[config.mk]
export PLATFORM = sky130hd
export DESIGN_NAME = scp_seq
export DESIGN_NICKNAME = d
export VERILOG_FILES = /design/src/rtl/scp_pkg.sv /design/src/rtl/scp_seq.sv
export SDC_FILE = /design/constraint.sdc
export NUM_CORES = 1
export LEC_CHECK = 0
export CAP_MARGIN = 20
export CORE_AREA = 3 3 112 114
export CTS_CLUSTER_DIAMETER = 40
export DETAILED_ROUTE_END_ITERATION = 12
export DIE_AREA = 0 0 115 117
export DONT_BUFFER_PORTS = 1
export SLEW_MARGIN = 20
export SYNTH_ARGS = -nofsm -noshare
export SYNTH_HDL_FRONTEND = slang
export SYNTH_SLANG_ARGS = --single-unit
export TNS_END_PERCENT = 10
[constraint.sdc]
create_clock -name clk -period 3.2 [get_ports clk]
set_input_delay 0.64 -clock clk [delete_from_list [all_inputs] [get_ports clk]]
set_output_delay 0.64 -clock clk [all_outputs]
set_load 0.01 [all_outputs]
[src/rtl/scp_pkg.sv]
// Package with types, constants and header bytes shared by the scope capture framer.
`default_nettype none
package scp_pkg;

	localparam int DEF_NUM_CHANNELS = 4;
	localparam int DEF_BANK_DEPTH   = 64;
	localparam int MAX_CHANNELS     = 4;
	localparam int SAMPLE_W         = 32;
	localparam int POS_W            = 5;
	localparam int HDR_LEN          = 6;
	localparam int APB_ADDR_W       = 4;
	localparam int APB_DATA_W       = 32;

	localparam logic [POS_W-1:0] POS_SYNC   = 5'd0;
	localparam logic [POS_W-1:0] POS_TAG_S  = 5'd1;
	localparam logic [POS_W-1:0] POS_TAG_C  = 5'd2;
	localparam logic [POS_W-1:0] POS_VER    = 5'd3;
	localparam logic [POS_W-1:0] POS_NCH_LO = 5'd4;
	localparam logic [POS_W-1:0] POS_NCH_HI = 5'd5;

	localparam logic [7:0] BYTE_SYNC  = 8'hFF;
	localparam logic [7:0] BYTE_TAG_S = 8'h53;
	localparam logic [7:0] BYTE_TAG_C = 8'h43;
	localparam logic [7:0] BYTE_VER   = 8'h01;

	localparam logic KIND_CAPTURE = 1'b0;
	localparam logic KIND_SLOT    = 1'b1;

	typedef enum logic [1:0] {
		REG_CAPTURE_EN,
		REG_STREAM_EN,
		REG_CHANNEL_MASK
	} reg_idx_t;

	typedef struct packed {
		logic                       kind;
		logic signed [SAMPLE_W-1:0] sample_ch0;
		logic signed [SAMPLE_W-1:0] sample_ch1;
		logic signed [SAMPLE_W-1:0] sample_ch2;
		logic signed [SAMPLE_W-1:0] sample_ch3;
	} req_t;

	typedef struct packed {
		logic [7:0] out_byte;
		logic       frame_last;
	} rsp_t;

	typedef struct packed {
		logic             valid;
		logic             last;
		logic [POS_W-1:0] pos;
	} s1_ctl_t;

endpackage
`default_nettype wire

[src/rtl/scp_seq.sv]
// Capture and frame sequencer: bank swap, indexes, byte position and memory access.
`default_nettype none
module scp_seq #(
	parameter int NUM_CHANNELS = scp_pkg::DEF_NUM_CHANNELS,
	parameter int BANK_DEPTH   = scp_pkg::DEF_BANK_DEPTH,
	parameter int ROW_W        = NUM_CHANNELS * scp_pkg::SAMPLE_W,
	parameter int ADDR_W       = $clog2(2 * BANK_DEPTH)
) (
	input  wire logic                    clk,
	input  wire logic                    arst_n,
	input  wire logic                    accept,
	input  wire scp_pkg::req_t           req,
	input  wire logic                    capture_en,
	input  wire logic                    stream_en,
	input  wire logic [3:0]              channel_mask,
	input  wire logic                    s1_hold,
	output logic                         we,
	output logic      [ADDR_W-1:0]       waddr,
	output logic      [ROW_W-1:0]        wdata,
	output logic                         re,
	output logic      [ADDR_W-1:0]       raddr,
	output scp_pkg::s1_ctl_t             ctl_s1
);
	import scp_pkg::*;

	localparam int IDX_W     = $clog2(BANK_DEPTH);
	localparam int FRAME_LEN = HDR_LEN + 4 * NUM_CHANNELS;
	localparam logic [IDX_W-1:0]  IDX_LAST  = IDX_W'(BANK_DEPTH - 1);
	localparam logic [POS_W-1:0]  POS_LAST  = POS_W'(FRAME_LEN - 1);
	localparam logic [ADDR_W-1:0] BANK_BASE = ADDR_W'(BANK_DEPTH);

	logic             bank_q;
	logic [IDX_W-1:0] widx_q;
	logic [IDX_W-1:0] ridx_q;
	logic             active_q;
	logic [POS_W-1:0] pos_q;
	s1_ctl_t          ctl_q;

	logic [MAX_CHANNELS-1:0][SAMPLE_W-1:0] smp;
	logic is_cap;
	logic is_slot;
	logic emit;
	logic drop;
	logic frame_end;
	logic advance;

	assign smp = {req.sample_ch3, req.sample_ch2, req.sample_ch1, req.sample_ch0};

	always_comb begin
		for (int c = 0; c < NUM_CHANNELS; c++) begin
			wdata[c*SAMPLE_W +: SAMPLE_W] = channel_mask[c] ? smp[c] : '0;
		end
	end

	assign is_cap    = accept && (req.kind == KIND_CAPTURE) && capture_en;
	assign is_slot   = accept && (req.kind == KIND_SLOT) && active_q;
	assign emit      = is_slot && stream_en;
	assign drop      = is_slot && !stream_en;
	assign frame_end = pos_q == POS_LAST;
	assign advance   = drop || (emit && frame_end);

	assign we    = is_cap;
	assign waddr = {1'b0, widx_q} + (bank_q ? '0 : BANK_BASE);
	assign re    = emit;
	assign raddr = {1'b0, ridx_q} + (bank_q ? BANK_BASE : '0);

	always_ff @(posedge clk or negedge arst_n) begin
		if (!arst_n) begin
			bank_q   <= 1'b0;
			widx_q   <= '0;
			ridx_q   <= '0;
			active_q <= 1'b0;
			pos_q    <= '0;
		end else if (is_cap) begin
			if (widx_q == IDX_LAST) begin
				widx_q   <= '0;
				ridx_q   <= '0;
				pos_q    <= '0;
				bank_q   <= !bank_q;
				active_q <= 1'b1;
			end else begin
				widx_q <= widx_q + 1'b1;
			end
		end else if (advance) begin
			pos_q  <= '0;
			ridx_q <= ridx_q + 1'b1;
			if (ridx_q == IDX_LAST) begin
				active_q <= 1'b0;
			end
		end else if (emit) begin
			pos_q <= pos_q + 1'b1;
		end
	end

	always_ff @(posedge clk or negedge arst_n) begin
		if (!arst_n) begin
			ctl_q <= '0;
		end else if (emit) begin
			ctl_q.valid <= 1'b1;
			ctl_q.pos   <= pos_q;
			ctl_q.last  <= frame_end;
		end else if (!s1_hold) begin
			ctl_q.valid <= 1'b0;
		end
	end

	assign ctl_s1 = ctl_q;

endmodule
`default_nettype wire

* After elaboration in Yosys (flattened, before gate mapping)
Index checks and enable logic that the tools add are counted.
W data, S select, Z words.
** Word-level totals
- Register bits :: 26
- Bits of input ports :: 139
- Output and inout port bits :: 151
- Logic and storage cells :: 56
** Operators by class
- $add $sub $neg :: 5
- Eq/ne operators :: 5
- Muxes and demuxes :: 20
- Bitwise gates (word level) :: 1
- Reductions and logical operators :: 17
** Operator list (count)
- $mux W32 :: 4
- $mux W6 :: 4
- $mux W5 :: 4
- $add A6 B7 Y7 :: 2
- $mux W7 :: 2
- $add A6 B1 Y6 const B :: 2
- $eq A6 B6 Y1 const B :: 2
- $logic_and A1 B1 Y1 :: 7
- $mux W1 :: 6
- $reduce_and A2 Y1 :: 3
- $add A5 B1 Y5 const B :: 1
- $eq A5 B5 Y1 const B :: 1
- $ne A2 B1 Y1 const B :: 2
- $reduce_bool A2 Y1 :: 2
- $reduce_and A3 Y1 :: 1
- $reduce_bool A3 Y1 :: 1
- $logic_not A1 Y1 :: 2
- $logic_or A1 B1 Y1 :: 1
- $not A1 Y1 :: 1

* Logic depth before layout (Yosys ltp)
- Depth in word-level cells :: 7
- Gate-level depth with buffers :: 7
- Mapped depth without buffers :: 6

* Worst setup path after synthesis
No wires, ideal clock.
- Path kind :: input -> output
- Start :: input port accept
- End :: output port re
- Data arrival time :: 1.185 ns
- Required time :: 2.560 ns
- Path slack :: 1.375 ns
- Stages on the path :: 4
- Buffers on the path :: 1
- Cells stage by stage :: and3_1 > nand2_1 > buf_2 > inv_1
** On the way
- Longest elaborated chain between the ends :: 3
** RTL lines
- from (decl) :: RTL line scp_seq.sv:11 : input wire logic accept,
- $logic_and A1 B1 Y1 (2 in series) :: RTL line scp_seq.sv:56 : assign is_slot = accept && (req.kind == KIND_SLOT) && active_q;
- $logic_and A1 B1 Y1 :: RTL line scp_seq.sv:57 : assign emit = is_slot && stream_en;
- to (decl) :: RTL line scp_seq.sv:20 : output logic re,
Every way passes these cells.

* Worst setup path in the final report
- Start :: register active_q
- End :: output port re
** On the way
- Longest elaborated chain between the ends :: 2
** RTL lines
- from (decl) :: RTL line scp_seq.sv:35 : logic active_q;
- from (signal assigned) :: RTL line scp_seq.sv:72 : active_q <= 1'b0;
- from (signal assigned) :: RTL line scp_seq.sv:80 : active_q <= 1'b1;
- from (signal assigned) :: RTL line scp_seq.sv:88 : active_q <= 1'b0;
- $logic_and A1 B1 Y1 :: RTL line scp_seq.sv:56
- $logic_and A1 B1 Y1 :: RTL line scp_seq.sv:57
Every way passes these cells.

==> impl_metrics.tcl <==
set metrics [dict create \
    outcome "finished, final reports clean" \
    drc 0 \
    reg2reg_from "pos_q[1]" \
    drtIter0Drc 73 \
    clockBufferDepth 2 \
    timing.fmax_mhz 498 \
    worstSetupPathType "reg -> out" \
    drive_gt1_frac 0.0823 \
    ctsRootBufferMaster "clkbuf_16" \
    path_clk_slew_ps 60 \
    slew_viol_final 0 \
    worst_path_max_delay_cell "dfrtp_1" \
    netlist_instances 255 \
    nNetsFinal 388 \
    synthXorXnorAreaFrac 0.0206 \
    routed_wirelength_um 11300 \
    fin_skew_ps 1.80 \
    gp_congestion 0.973 \
    wl_per_cell_um 29.2 \
    cts_max_level 1 \
    r2r_slack_ps 1320 \
    grt-ovfl-total 0 \
    end_kind "output pin" \
    grt_max_degree 33 \
    async_reset_ff_frac 1.00 \
    met3_length_um 1540 \
    fill_cells 1282 \
    rsz0062_at_grt "false" \
    syn-cell-area_um2 2120 \
    crit_arrival_ps 1370 \
    clock-sinks 26 \
    synthSimpleGateAreaFrac 0.509 \
    tightest_slew_ps 430 \
    die_y_um 117 \
    post-synth-top-area-cell "and2_1" \
    yosysSeqAreaShare 0.307 \
    relSlewSlack 0.712 \
    port-buffer-count 0 \
    worstSetupStartpointType "register" \
    worstRegToRegCells 6 \
    dpl-instance-area_um2 2230 \
    dr_wl_met2_um 4610 \
    synth.top_cells.by_area "and2_1, dfrtp_1, mux2_2" \
    postRouteAntennaNets 0 \
    start_util 0.184 \
    cts_tree "done" \
    finish.utilization 0.201 \
    max_cap_viol_count 0 \
    dp_hpwl_um 10200 \
    insertion_delay_ps 260 \
    via_count 1821 \
    hold_path.class "in -> async" \
    crit_chain "and3_1 > nand2_1 > inv_1" \
    reg2reg_to "ridx_q[5]" \
    p_leak_nw 1.04 \
    period_minus_slack_ps 2010 \
    synth_top_family_by_area "simple AND/OR/NAND/NOR gates" \
    crit_required_ps 2560 \
    period_share 0.627 \
    setup_violations 0 \
    grt_pass1_wl_um 13600 \
    yosys.cell_count.top_type "and2_1" \
    die_x_um 115 \
    ys.flop_type "dfrtp_1" \
    synth_edf_count 0 \
    finalHoldViolations 0 \
    synth_compound_area_frac 0.0655 \
    worst_path_dominant_cell_family "simple AND/OR/NAND/NOR gates" \
    antenna_found_initial 4 \
    synthMuxAreaShare 0.0366 \
    path_max_fanout 12 \
    setup_tns_ps 0 \
    synth_cell_type_count 36 \
    ys_top_cells_by_count "and2_1, dfrtp_1, nand2_1" \
    wl_met1_um 5100 \
    synth-seq-cells 26 \
    syn_to_final_growth_pct 9.03 \
    post_cts_buffers 0 \
    ios 290 \
    fin_area_um2 2310 \
    first_pass_iters 4 \
    cts_inserted_buffers 3 \
    yosysWarnings 0 \
    max_stage_delay_ps 390 \
    syn_avg_cell_area_um2 8.32 \
    synth_nets 398 \
    grt_pass1_vias 1715 \
    crit_buf_inv 1 \
    yosys.area_share.adder 0.0236 \
    core_area_um2 11500 \
    routed_via_density 4.71 \
    die_area_um2 13500 \
    highest_layer "met4" \
    cts_hold_buf 0 \
    synth_top_area_frac 0.381 \
    ir_drop_v 0.000349 \
    cellPowerDensity_nw_per_um2 405 \
    cts_resized 0 \
    grt_usage 0.145 \
    rows 39 \
]
## layer usage
layer | global-route usage | vias to the layer above
met1 | 0.225 | 872
met5 | 0 | -
met2 | 0.179 | 148
li1 | - | 798
met3 | 0.0689 | 3
met4 | 0.0235 | 0
## sequential cells by signal, summed over array words and instances (netlist names)
register,count
ridx_q,6
pos_q,5
ctl_s1,7
bank_q,1
widx_q,6
active_q,1
## final cells by class
class                      count  area, um2  share of cell area
antenna                        1       2.50             0.00108
clock buffer                   3       75.1              0.0325
inverter                       4       15.0             0.00649
multi-input combinational    210       1390               0.601
sequential                    26        651               0.281
tap                          143        179              0.0774
## how the worst max path moves through the flow
stage                     startpoint  slack (ps)  endpoint  depth (start not counted)
after global routing        active_q        1110        re                          3
after floorplan               accept        1370        re                          4
after global placement        accept        1260        re                          3
final                       active_q        1190        re                          3
after detailed placement      accept        1230        re                          3
after CTS                   active_q        1190        re                          3
## where the power goes
part           leakage [nW]  switching [mW]  internal (mW)
registers             0.346          0.0708          0.368
clock network        0.0370           0.106          0.166
logic                 0.662           0.142         0.0840
total                  1.04           0.319          0.618
## placed cells by master (no fill, tap or decap), types with 2 or more instances in the layout
cell type  instances
nor2_1             6
a211o_2            2
o21ai_0            3
dfrtp_1           26
a211o_1            2
mux2_2             6
a21o_2             2
ha_1               4
nand2_1           17
nand3_1            8
xnor2_1            2
and3_1             5
and2_1           129
nor3b_1            4
inv_1              4
clkbuf_16          3
xor2_1             3
## cell families (layout without fill, tap and decap cells)
group	Yosys count	count (layout)
and+or+nand+nor	177	177
muxes	7	7
other	0	1
DFF	26	26
xor gates and xnor gates	5	5
buffers and inverters	19	7
adders and majority gates	4	4
AOI/OAI and AO/OA	17	17
## metrics by stage
stage,setup slack [ps],hold WS [ps],cells,total power [mW]
4_1_cts,1190,64.6,386,0.950
2_1_floorplan,1370,344,255,0.612
5_1_grt,1110,54.6,387,0.993
6_report,1190,70.0,387,0.937
3_3_place_gp,1260,345,383,0.669
3_5_place_dp,1230,345,383,0.674
No activity file was read; power rests on OpenSTA's default activity.
