<file path="config.mk">
export PLATFORM = sky130hd
export DESIGN_NAME = scp_out
export DESIGN_NICKNAME = d
export VERILOG_FILES = /design/src/rtl/scp_pkg.sv /design/src/rtl/scp_out.sv
export SDC_FILE = /design/constraint.sdc
export NUM_CORES = 1
export LEC_CHECK = 0
export CAP_MARGIN = 20
export CORE_AREA = 2 2 57 59
export CTS_CLUSTER_SIZE = 40
export DETAILED_ROUTE_END_ITERATION = 16
export DIE_AREA = 0 0 59 61
export DONT_BUFFER_PORTS = 1
export GPL_TIMING_DRIVEN = 0
export HOLD_SLACK_MARGIN = 0.05
export PLACE_DENSITY_LB_ADDON = 0.05
export SYNTH_ARGS = -nofsm -noshare
export SYNTH_HDL_FRONTEND = slang
export SYNTH_SLANG_ARGS = --single-unit
</file>
<file path="constraint.sdc">
create_clock -name clk -period 2.7 [get_ports clk]
set_clock_uncertainty 0.1 [all_clocks]
set_input_delay 0 -clock clk [delete_from_list [all_inputs] [get_ports clk]]
set_output_delay 0 -clock clk [all_outputs]
set_load 0.01 [all_outputs]
</file>
<file path="src/rtl/scp_pkg.sv">
// Package with types, constants and header bytes shared by the scope capture framer.
`default_nettype none
package scp_pkg;

	localparam int DEF_NUM_CHANNELS = 4;
	localparam int DEF_BANK_DEPTH   = 64;
	localparam int MAX_CHANNELS     = 4;
	localparam int SAMPLE_W         = 32;
	localparam int POS_W            = 5;
	localparam int HDR_LEN          = 6;
	localparam int APB_ADDR_W       = 4;
	localparam int APB_DATA_W       = 32;

	localparam logic [POS_W-1:0] POS_SYNC   = 5'd0;
	localparam logic [POS_W-1:0] POS_TAG_S  = 5'd1;
	localparam logic [POS_W-1:0] POS_TAG_C  = 5'd2;
	localparam logic [POS_W-1:0] POS_VER    = 5'd3;
	localparam logic [POS_W-1:0] POS_NCH_LO = 5'd4;
	localparam logic [POS_W-1:0] POS_NCH_HI = 5'd5;

	localparam logic [7:0] BYTE_SYNC  = 8'hFF;
	localparam logic [7:0] BYTE_TAG_S = 8'h53;
	localparam logic [7:0] BYTE_TAG_C = 8'h43;
	localparam logic [7:0] BYTE_VER   = 8'h01;

	localparam logic KIND_CAPTURE = 1'b0;
	localparam logic KIND_SLOT    = 1'b1;

	typedef enum logic [1:0] {
		REG_CAPTURE_EN,
		REG_STREAM_EN,
		REG_CHANNEL_MASK
	} reg_idx_t;

	typedef struct packed {
		logic                       kind;
		logic signed [SAMPLE_W-1:0] sample_ch0;
		logic signed [SAMPLE_W-1:0] sample_ch1;
		logic signed [SAMPLE_W-1:0] sample_ch2;
		logic signed [SAMPLE_W-1:0] sample_ch3;
	} req_t;

	typedef struct packed {
		logic [7:0] out_byte;
		logic       frame_last;
	} rsp_t;

	typedef struct packed {
		logic             valid;
		logic             last;
		logic [POS_W-1:0] pos;
	} s1_ctl_t;

endpackage
`default_nettype wire

</file>
<file path="src/rtl/scp_out.sv">
// Frame byte selection and output register toward the link.
`default_nettype none
module scp_out #(
	parameter int NUM_CHANNELS = scp_pkg::DEF_NUM_CHANNELS,
	parameter int ROW_W        = NUM_CHANNELS * scp_pkg::SAMPLE_W
) (
	input  wire logic             clk,
	input  wire logic             arst_n,
	input  wire scp_pkg::s1_ctl_t ctl_s1,
	input  wire logic [ROW_W-1:0] rdata,
	input  wire logic             rsp_stall,
	output logic                  s1_hold,
	output logic                  rsp_valid,
	output scp_pkg::rsp_t         rsp
);
	import scp_pkg::*;

	localparam int ROW_BYTES = 4 * NUM_CHANNELS;
	localparam int BSEL_W    = $clog2(ROW_BYTES);

	logic [ROW_BYTES-1:0][7:0] row_bytes;
	logic [POS_W-1:0]          off;
	logic [7:0]                byte_sel;
	logic                      out_valid_q;
	rsp_t                      out_q;
	logic                      out_hold;

	assign row_bytes = rdata;
	assign off       = ctl_s1.pos - POS_W'(HDR_LEN);

	always_comb begin
		case (ctl_s1.pos)
			POS_SYNC:   byte_sel = BYTE_SYNC;
			POS_TAG_S:  byte_sel = BYTE_TAG_S;
			POS_TAG_C:  byte_sel = BYTE_TAG_C;
			POS_VER:    byte_sel = BYTE_VER;
			POS_NCH_LO: byte_sel = 8'(NUM_CHANNELS);
			POS_NCH_HI: byte_sel = 8'(NUM_CHANNELS >> 8);
			default:    byte_sel = row_bytes[off[BSEL_W-1:0]];
		endcase
	end

	assign out_hold = out_valid_q && rsp_stall;
	assign s1_hold  = ctl_s1.valid && out_hold;

	always_ff @(posedge clk or negedge arst_n) begin
		if (!arst_n) begin
			out_valid_q <= 1'b0;
		end else if (!out_hold) begin
			out_valid_q <= ctl_s1.valid;
		end
	end

	always_ff @(posedge clk) begin
		if (!out_hold && ctl_s1.valid) begin
			out_q.out_byte   <= byte_sel;
			out_q.frame_last <= ctl_s1.last;
		end
	end

	assign rsp_valid = out_valid_q;
	assign rsp       = out_q;

endmodule
`default_nettype wire

</file>
Word-level counts from Yosys, hierarchy flattened
Cells that the tools add are included.

storage, ports and cells
  logic and storage cells = 18
  input bits = 138
  bits in registers = 10
  output and inout port bits = 11

cells by class
  add/sub/neg operators = 1
  reduce and logical (&&, ||, !) cells = 5
  magnitude comparators = 1
  muxes and demuxes = 3
  eq/ne operators = 5

operators with widths
  kind                                                                  count
  8-bit one-hot mux with 6 select lines                                 1
  8-bit binary-select mux with 4-bit select                             1
  5-bit by 2-bit == test with 1-bit output, second input constant       2
  5-bit by 3-bit == test with 1-bit output, second input constant       2
  8-bit 2-to-1 mux                                                      1
  5-bit by 1-bit == test with 1-bit output, second input constant       1
  5-bit zero test                                                       1
  4-bit by 5-bit < comparator with 1-bit output, second input constant  1
  4-bit by 3-bit subtractor with 4-bit output, second input constant    1
  1-bit logical AND                                                     3
  1-bit zero test                                                       1

Logic depth before layout (Yosys ltp)
Gate-level depths: netlist of run 1.

  depth after elaboration = 4
  depth in mapped cells = 6
  gate-level depth less buffers = 5

Least setup slack after synthesis of run 1
No wires, ideal clock.

  kind = register to register
  from = register out_valid_q (netlist: rsp_valid)
  to = register out_q, in the netlist rsp[0] (enable)
  buffers on the path = 0
  slack = 1.044 ns
  library setup time = 0.389 ns
  period minus slack after synthesis = 1.656 ns
  arrival = 1.167 ns
  stages on the path, launching flop included = 2
  required time = 2.211 ns
  cells stage by stage = dfrtp_1 -> a21boi_0

between the ends
  longest elaborated chain between the ends = 3

RTL lines
  item                    line           RTL
  start, declared         scp_out.sv:24  logic out_valid_q;
  start signal, assigned  scp_out.sv:50  out_valid_q <= ctl_s1.valid;
  1-bit logical AND       scp_out.sv:43  assign out_hold = out_valid_q && rsp_stall;
  1-bit zero test         scp_out.sv:55  if (!out_hold && ctl_s1.valid) begin
  1-bit logical AND       scp_out.sv:55
  end, declared           scp_out.sv:25  rsp_t out_q;

Every way passes these cells.
A chain may end at the register's enable or synchronous reset.

Worst setup path in the final report of run 1
  from = input ctl_s1[1] (netlist name)
  to = register out_q, in the netlist rsp[1] (data pin)

between the ends
  longest elaborated chain between the ends = 4
  elaborated cells on any way between the ends = 10
  those cells by class = add/sub (1); eq/ne (5); mux (3); reduce/logical (1)

RTL lines
  item                                         line           RTL
  start, declared                              scp_out.sv:9   input wire scp_pkg::s1_ctl_t ctl_s1,
  4-bit by 3-bit subtractor with 4-bit output  scp_out.sv:29  assign off = ctl_s1.pos - POS_W'(HDR_LEN);
  8-bit binary-select mux with 4-bit select    scp_out.sv:39  default: byte_sel = row_bytes[off[BSEL_W-1:0]];
  8-bit 2-to-1 mux (not written as such)       scp_out.sv:39
  8-bit one-hot mux with 6 select lines (*)    scp_out.sv:32  case (ctl_s1.pos)
  via byte_sel[0]                              scp_out.sv:23  logic [7:0] byte_sel;

The timed path passes the listed nets; every way through them passes the cells marked *. The select of a mux whose other input is x is not followed.

==> metrics.md, run 1 <==
| Metric | Value |
|---|---|
| Outcome | `finished, violations left` |
| Failing checks | `DRC` |
| Register share of total power | `about two fifths` |
| Most used routing layer | `met2` |
| XOR/XNOR Fraction of Synth Area | `under 10%` |
| CTS tree | `built` |
| Most frequent cells in the layout | `nand2_1, mux4_2, a21oi_1` |
| P_int | `roughly 380 uW` |
| F_max | `486.9 MHz` |
| GRT overflow | `0` |
| CP Max Fanout | `10` |
| WP buf/inv | `2` |
| Logic pwr share | `43.2%` |
| Finish-stage setup viols | `0` |
| Largest net degree at the start of global routing | `11` |
| CP max-delay cell | `dlygate4sd3_1` |
| Vias post-DR | `1178` |
| # IOs | `~150` |
| Setup Buffers After CTS | `0` |
| Clock Tree Root | `clkbuf_4` |
| CP Data Arrival Time | `between 2 and 2.5 ns` |
| CP endpoint kind | `flop` |
| Initial antenna violation count | `0` |
| Die X | `between 50 and 60 um` |
| CTS buffer count | `3` |
| Sw Pwr | `around 150 uW` |
| Clk Latency, worst-skew pair | `about 0.25 ns` |
| Pwr dens | `318.6 nW/um2` |
| Post-route ant nets | `0` |
| Kind of start point of the critical path | `input pin` |
| Post-layout nets | `275` |
| Syn. warnings | `0` |
| Final non-filler cell total | `approximately 170` |
| Multiplexer area fraction after synthesis | `between 50% and 60%` |
| First-pass GRT wire length | `about 5500 um` |
| H-tree depth | `1` |
| GPL Wtd Cong | `0.7156` |
| Compound-Gate Fraction of Synth Area | `under 10%` |
| Min-Delay Path Class | `input pin to flop` |
| GRT Util Overall | `a little over a fifth` |
| Switching Share | `around 28%` |
| Die ar. | `~3600 um2` |
| Clock Path Buffers | `2` |
| Critical-path cell list | `ha_1 -> xnor2_1 -> clkbuf_1 -> nand2_1 -> and3_1 -> o31ai_1 -> dlygate4sd3_1` |
| Flop-to-flop setup slack | `1.03 ns` |
| Reg clk slew, reported paths | `approximately 0.060 ns` |
| Syn Inst Count | `approximately 120` |
| IO Port Bufs | `0` |
| Pin slew with the least headroom to its limit | `0.4744 ns` |
| Syn Area/Cell | `12.55 um2` |
| Final period utilization | `between 70% and 80%` |
| Clock power share | `around a fifth` |
| Sequential area share after synthesis | `between 10% and 20%` |
| Wirelength, routed | `roughly 3900 um` |
| Main combinational cell family by area after synthesis | `multiplexers` |
| Post-CTS sizing | `0` |
| Post-Synth Simple-Gate Area | `between 10% and 20%` |
| Die span in y | `slightly above 60 um` |
| Post-synthesis adder-cell area fraction | `less than 1%` |
| Ant diodes | `0` |
| WHS | `between 0.05 and 0.06 ns` |
| Clock sink total | `10` |
| Period minus WS final | `slightly above 2 ns` |
| Max_cap viols | `0` |
| Placed insts | `between 150 and 200` |
| Hold Fails Final Rpt | `0` |
| Post-place setup slack | `approximately 0.83 ns` |
| # fillers | `roughly 260` |
| Delay-heaviest family, CP | `buffers and inverters` |
| Setup TNS | `0 ns` |
| Net count after synthesis | `roughly 260` |
| Placement Cell Area | `1535 um2` |
| Syn-to-layout area delta | `12.23%` |
| Synth Cell Area | `~1500 um2` |
| Synth unique cells | `28` |
| Fin worst setup slack | `around 0.65 ns` |
| Core area | `just under 3000 um2` |
| Worst IR Drop VDD | `0.1028 mV` |
| Final Slew Violations | `0` |
| Power consumption | `534.1 uW` |
| Unrepaired setup endpoints after global routing | `no` |
| Layout Utilization | `between 50% and 60%` |
| DRC viols | `1` |
| Avg WL per Cell | `22.96 um` |
| DRT iter0 DRCs | `47` |
| Worst path max stage delay | `0.58 ns` |
| Vias/cell | `between 7 and 8` |
| CP Class | `input pin to flop` |
| HPWL Detailed | `roughly 3200 um` |
| Leakage | `roughly 0.63 nW` |
| Row cnt | `20` |
| Slew headroom | `around 70%` |
| Layout cells sized above 1 | `between 20% and 30%` |
| Hold-fix buffers, CTS | `9` |
| Post-synthesis register bit count | `10` |
| Commonest non-fill, non-tap cell in the layout | `nand2_1` |
| Post-route cell area | `around 1700 um2` |
| Starting density of the core | `50.59%` |
| Req. time, crit path | `roughly 2.7 ns` |
| Met2 Track Usage GR | `between 30% and 40%` |
| First-pass DRT Iterations | `10` |
| Number of global-route vias before repair | `1162` |
| GRT met1 Usage | `26.18%` |
| Met3 Track Usage GR | `between 3 and 4%` |
final cells by class:
class | instances | area, um2 | share of cell area, %
multi-input combinational | 98 | 1117 | 66.64
sequential | 10 | 295.3 | 17.61
timing repair buffer | 12 | 115.1 | 6.866
buffer | 11 | 81.33 | 4.851
tap | 33 | 41.29 | 2.463
clock buffer | 4 | 26.28 | 1.567
Yosys cell counts:
library cell   n  share of area (%)
o22a_1         1               0.59
dfrtp_1        1                1.7
nor3_1         2               0.67
buf_12         1                1.3
buf_4          1               0.50
buf_2          4                1.3
xnor2_1        1               0.59
or2_2          1               0.42
mux4_2        21                 32
ha_1           1               0.84
xor2_1         1               0.59
and3_1         2               0.84
edfxtp_1       9                 18
or3_1          7                2.9
mux4_1        11                 19
and2_1         1               0.42
a211oi_1       2                1.0
a21boi_0       1               0.50
o31ai_1        1               0.50
nor4_1         1               0.42
a21o_1         1               0.50
mux2i_1        2                1.3
clkbuf_1       3               0.75
o21ai_0        1               0.33
nand2_1       26                6.5
buf_6          2                1.5
a21oi_1       13                4.4
nand2b_1       1               0.42
per-layer routing:
metal  vias up  routed length (um)
met5         -                   0
met1       560                1397
met3         5                 321
met2        76                2100
li1        537                   -
met4         0                  38
final timing paths:
path,startpoint,depth (start not counted),to
min reg2reg,rsp_valid,2,rsp[3]
min,ctl_s1[4],2,rsp[3]
min in group asynchronous,arst_n,2,rsp_valid
max reg2reg,rsp_valid,2,rsp[0]
max,ctl_s1[1],7,rsp[1]
max in group asynchronous,arst_n,2,rsp_valid
worst register-to-register path: stages, from the launching register on:
cell	delay (ns)
dfrtp_1	0.45
a21boi_0	0.26
dlygate4sd3_1	0.59
sequential cells by signal, indices dropped and copies added, names as in the netlist:
| register | cells |
|---|---|
| rsp | 9 |
| rsp_valid | 1 |
power by group through the flow:
stage / clock, mW / sequential (mW) / combinational (mW)
global placement: 0 / 0.207 / 0.214
finish: 0.0993 / 0.204 / 0.231
detailed placement: 0 / 0.207 / 0.216
CTS: 0.103 / 0.204 / 0.230
floorplan: 0 / 0.206 / 0.183
global route: 0.104 / 0.206 / 0.255
cell families (layout without fill, tap and decap cells):
| kind of cell | count (synthesis) | after routing |
|---|---|---|
| AO/OA/AOI/OAI | 20 | 20 |
| XOR/XNOR | 2 | 2 |
| adder cells (fa/ha/maj) | 1 | 1 |
| buffers and inverters | 11 | 27 |
| flip-flops | 10 | 10 |
| multiplexers | 34 | 34 |
| AND/OR/NAND/NOR | 41 | 41 |
(Power assumes the default switching activity.)
==> inputs of run 2 (changes only) <==
- ABC_AREA: not set -> 1
- CORE_AREA: 2 2 57 59 -> not set
- CORE_UTILIZATION: not set -> 55
- DIE_AREA: 0 0 59 61 -> not set
- clock period: 2.7 -> 1.7 ns (I/O delays scaled with it)
==> run 2 against run 1 <==
Effect of this change:
- the flow now finishes without violations
- combinational power is 120% higher
- sequential cell count stayed put
- synthesized cell count grew to 3.5 times the previous value
- critical path depth stayed put
- cell area is 35% higher
- global-route usage is 10 points higher
- register-to-register slack worse by 0.68 ns
- clock-buffer cell count stayed put
- die area is 11% higher
- clock power grew to 3.0 times the previous value
- total power is 110% higher
- critical endpoint is now rsp[5]
- largest cell class unchanged
==> metrics.md, run 2 <==
| Metric | Value |
|---|---|
| Outcome | `completed (was finished, violations left)` |
| CP Max Fanout | `8 (was 10)` |
| Syn. warnings | `0 (unchanged)` |
| HPWL Detailed | `4824 um (was 3225 um)` |
| Layout cells sized above 1 | `7.407% (was 25.19%)` |
| Synth unique cells | `17 (was 28)` |
| CP max-delay cell | `dlygate4sd3_1 (unchanged)` |
| Net count after synthesis | `557 (was 258)` |
| F_max | `between 600 and 700 MHz` |
| Starting density of the core | `59.24% (was 50.59%)` |
| Clock Path Buffers | `2 (unchanged)` |
| GRT Util Overall | `31.43% (was 21.23%)` |
| Post-route ant nets | `0 (unchanged)` |
| Die X | `63.12 um (was 59 um)` |
| Worst path max stage delay | `0.53 ns (was 0.58 ns)` |
| First-pass GRT wire length | `9970 um (was 5520 um)` |
| IO Port Bufs | `0 (unchanged)` |
| Ys async rst share | `10.00% (unchanged)` |
| Worst IR Drop VDD | `0.2944 mV (was 0.1028 mV)` |
| Reg clk slew, reported paths | `0.05 ns (was 0.06 ns)` |
| Avg WL per Cell | `13.45 um (was 22.96 um)` |
| Die ar. | `3984 um2 (was 3599 um2)` |
| # IOs | `149 (unchanged)` |
| Commonest non-fill, non-tap cell in the layout | `nand2_1 (unchanged)` |
| Syn Area/Cell | `4.915 um2 (was 12.55 um2)` |
| First-pass DRT Iterations | `5 (was 10)` |
| Largest net degree at the start of global routing | `11 (unchanged)` |
| Unrepaired setup endpoints after global routing | `no (unchanged)` |
| Flop-to-flop setup slack | `0.35 ns (was 1.03 ns)` |
| Max FFs per register | `9 (unchanged)` |
| Max_cap viols | `0 (unchanged)` |
| Post-synth top area cell | `nand2_1 (was mux4_2)` |
| Period minus WS final | `between 1 and 1.5 ns` |
| CP endpoint kind | `flop (unchanged)` |
| Finish-stage setup viols | `0 (unchanged)` |
| Syn-to-layout area delta | `10.54% (was 12.23%)` |
| Number of global-route vias before repair | `2389 (was 1162)` |
| Post-synthesis register bit count | `10 (unchanged)` |
| DRC viols | `0 (was 1)` |
| GPL Wtd Cong | `0.9065 (was 0.7156)` |
| Hold Fails Final Rpt | `0 (unchanged)` |
| Core area | `3468 um2 (was 2953 um2)` |
| Number of synthesized flops with an enable pin | `9 (unchanged)` |
| Req. time, crit path | `1.58 ns (was 2.73 ns)` |
| Kind of start point of the critical path | `input pin (unchanged)` |
| Row cnt | `21 (was 20)` |
| Count leader, synth | `nand2_1 (unchanged)` |
| Vias post-DR | `2536 (was 1178)` |
| Critical-path cell list | `dlygate4sd3_1 -> nor2_1 -> inv_1 -> nor2_1 -> a21oi_2 -> nand2_1 -> nand2_1 (was ha_1 -> xnor2_1 -> clkbuf_1 -> nand2_1 -> and3_1 -> o31ai_1 -> dlygate4sd3_1)` |
| Pwr dens | `502.0 nW/um2 (was 318.6 nW/um2)` |
| Synth Cell Area | `2054 um2 (was 1494 um2)` |
| Setup TNS | `0 ns (unchanged)` |
| Synth top cells by count | `nand2_1, nand3_1, inv_1 (was nand2_1, mux4_2, a21oi_1)` |
| Post-route cell area | `2271 um2 (was 1677 um2)` |
| Leakage | `1.456 nW (was 0.6284 nW)` |
| CP Data Arrival Time | `1.38 ns (was 2.08 ns)` |
| Die span in y | `63.12 um (was 61 um)` |
| Ranking of synthesized cells by area | `nand2_1, nand3_1, inv_1, edfxtp_1, buf_6 (was mux4_2, mux4_1, edfxtp_1, nand2_1, a21oi_1)` |
| Wirelength, routed | `6429 um (was 3857 um)` |
| DRT iter0 DRCs | `188 (was 47)` |
| Final period utilization | `88.22%` |
| Vias/cell | `5.305 (was 7.012)` |
| Placement Cell Area | `2112 um2 (was 1535 um2)` |
| Clk Latency, worst-skew pair | `0.23 ns (was 0.25 ns)` |
| H-tree depth | `1 (unchanged)` |
| Syn Inst Count | `418 (was 119)` |
| CTS buffer count | `3 (unchanged)` |
| Post-layout nets | `572 (was 275)` |
| Final Slew Violations | `0 (unchanged)` |
| Sequential area share after synthesis | `14.37% (was 19.77%)` |
| Clock Tree Root | `clkbuf_8 (was clkbuf_4)` |
| Min-Delay Path Class | `input pin to flop (unchanged)` |
| Main synth FF type | `edfxtp_1 (unchanged)` |
| Most frequent cells in the layout | `nand2_1, nand3_1, inv_1 (was nand2_1, mux4_2, a21oi_1)` |
| Top-area cell type share of the netlist area | `34.17% (was 31.66%)` |
| Ant diodes | `0 (unchanged)` |
| Slew headroom | `65.59% (was 68.37%)` |
| CP Class | `input pin to flop (unchanged)` |
| GRT overflow | `0 (unchanged)` |
| Pin slew with the least headroom to its limit | `0.5161 ns (was 0.4744 ns)` |
| CTS tree | `built (unchanged)` |
| Clock sink total | `10 (unchanged)` |
| Initial antenna violation count | `0 (unchanged)` |
## run 2: cell count changes after synthesis, moves of 6 or more
cell	previous run	this run
nand3_1	0	98
nand2_1	26	187
or3_1	7	0
buf_4	1	7
mux4_2	21	0
a21oi_1	13	1
mux4_1	11	0
inv_1	0	88
buf_2	4	10
## run 2: per-stage QoR
step	setup slack [ns]	std cells	util, %	power, mW	hold slack, ns
detailed placement	0.1074	464	60.89	0.8138	-0.3956
floorplan	0.2819	418	-	0.7128	-0.3956
global placement	0.06397	464	60.89	0.8100	-0.3956
CTS	0.1088	477	65.08	1.123	0.1100
finish	0.2003	478	65.48	1.140	0.1338
global route	0.1153	478	65.48	1.225	0.1665
## run 2: timing repair
| item | CTS | global route |
|---|---|---|
| hold buffers | 9 | 1 |
| endpoints found under the hold margin | 7 | 9 |
| setup buffers | 0 | 0 |
| resized for setup | 0 | 1 |
| setup endpoints to repair | 0 | 9 |
## run 2: critical path, delay by kind of cell
family / cells / cell delay, ns
and+or+nand+nor: 4 / 0.64
buffers and inverters: 2 / 0.59
AOI/OAI and AO/OA: 1 / 0.14
## run 2: where the power goes
group          total [mW]  switching (mW)  leakage [nW]  internal [mW]
logic               0.517           0.319          1.33          0.198
registers           0.325          0.0207        0.0977          0.304
clock network       0.298          0.0946        0.0288          0.204
total                1.14           0.434          1.46          0.706
## run 2: layer usage
layer | routed length, um | vias up | track usage [%] | share of wire (%)
li1 | - | 1278 | - | -
met1 | 2653 | 1099 | 38.00 | 41
met2 | 3105 | 149 | 57.53 | 48
met3 | 582 | 10 | 3.261 | 9.1
met4 | 88 | 0 | 9.593 | 1.4
met5 | 0 | - | 0 | 0
## run 2: layout make-up
class	count	area, um2
fillers	375	1197
flip-flops and latches	10	295.3
well taps	46	57.56
multi-input cells	293	1255
clock buffers	4	55.05
repair buffers	10	100.1
plain buffers	24	166.4
inverters	91	341.6
## run 2: worst paths after layout
| path | cells past startpoint | to | from |
|---|---|---|---|
| max | 7 | rsp[5] | ctl_s1[4] |
| min | 5 | rsp[1] | ctl_s1[3] |
| max reg2reg | 3 | rsp_valid | rsp_valid |
| min reg2reg | 1 | rsp[8] | rsp_valid |
| max in group asynchronous | 2 | rsp_valid | arst_n |
| min in group asynchronous | 2 | rsp_valid | arst_n |
## run 2: kinds of logic after synthesis
family	Yosys count	synth area share [%]
compound gates	3	0.9131
xor+xnor	1	0.7919
fa+ha+maj	1	0.6089
buf+inv	115	24.73
flops	10	14.37
simple gates	288	58.59
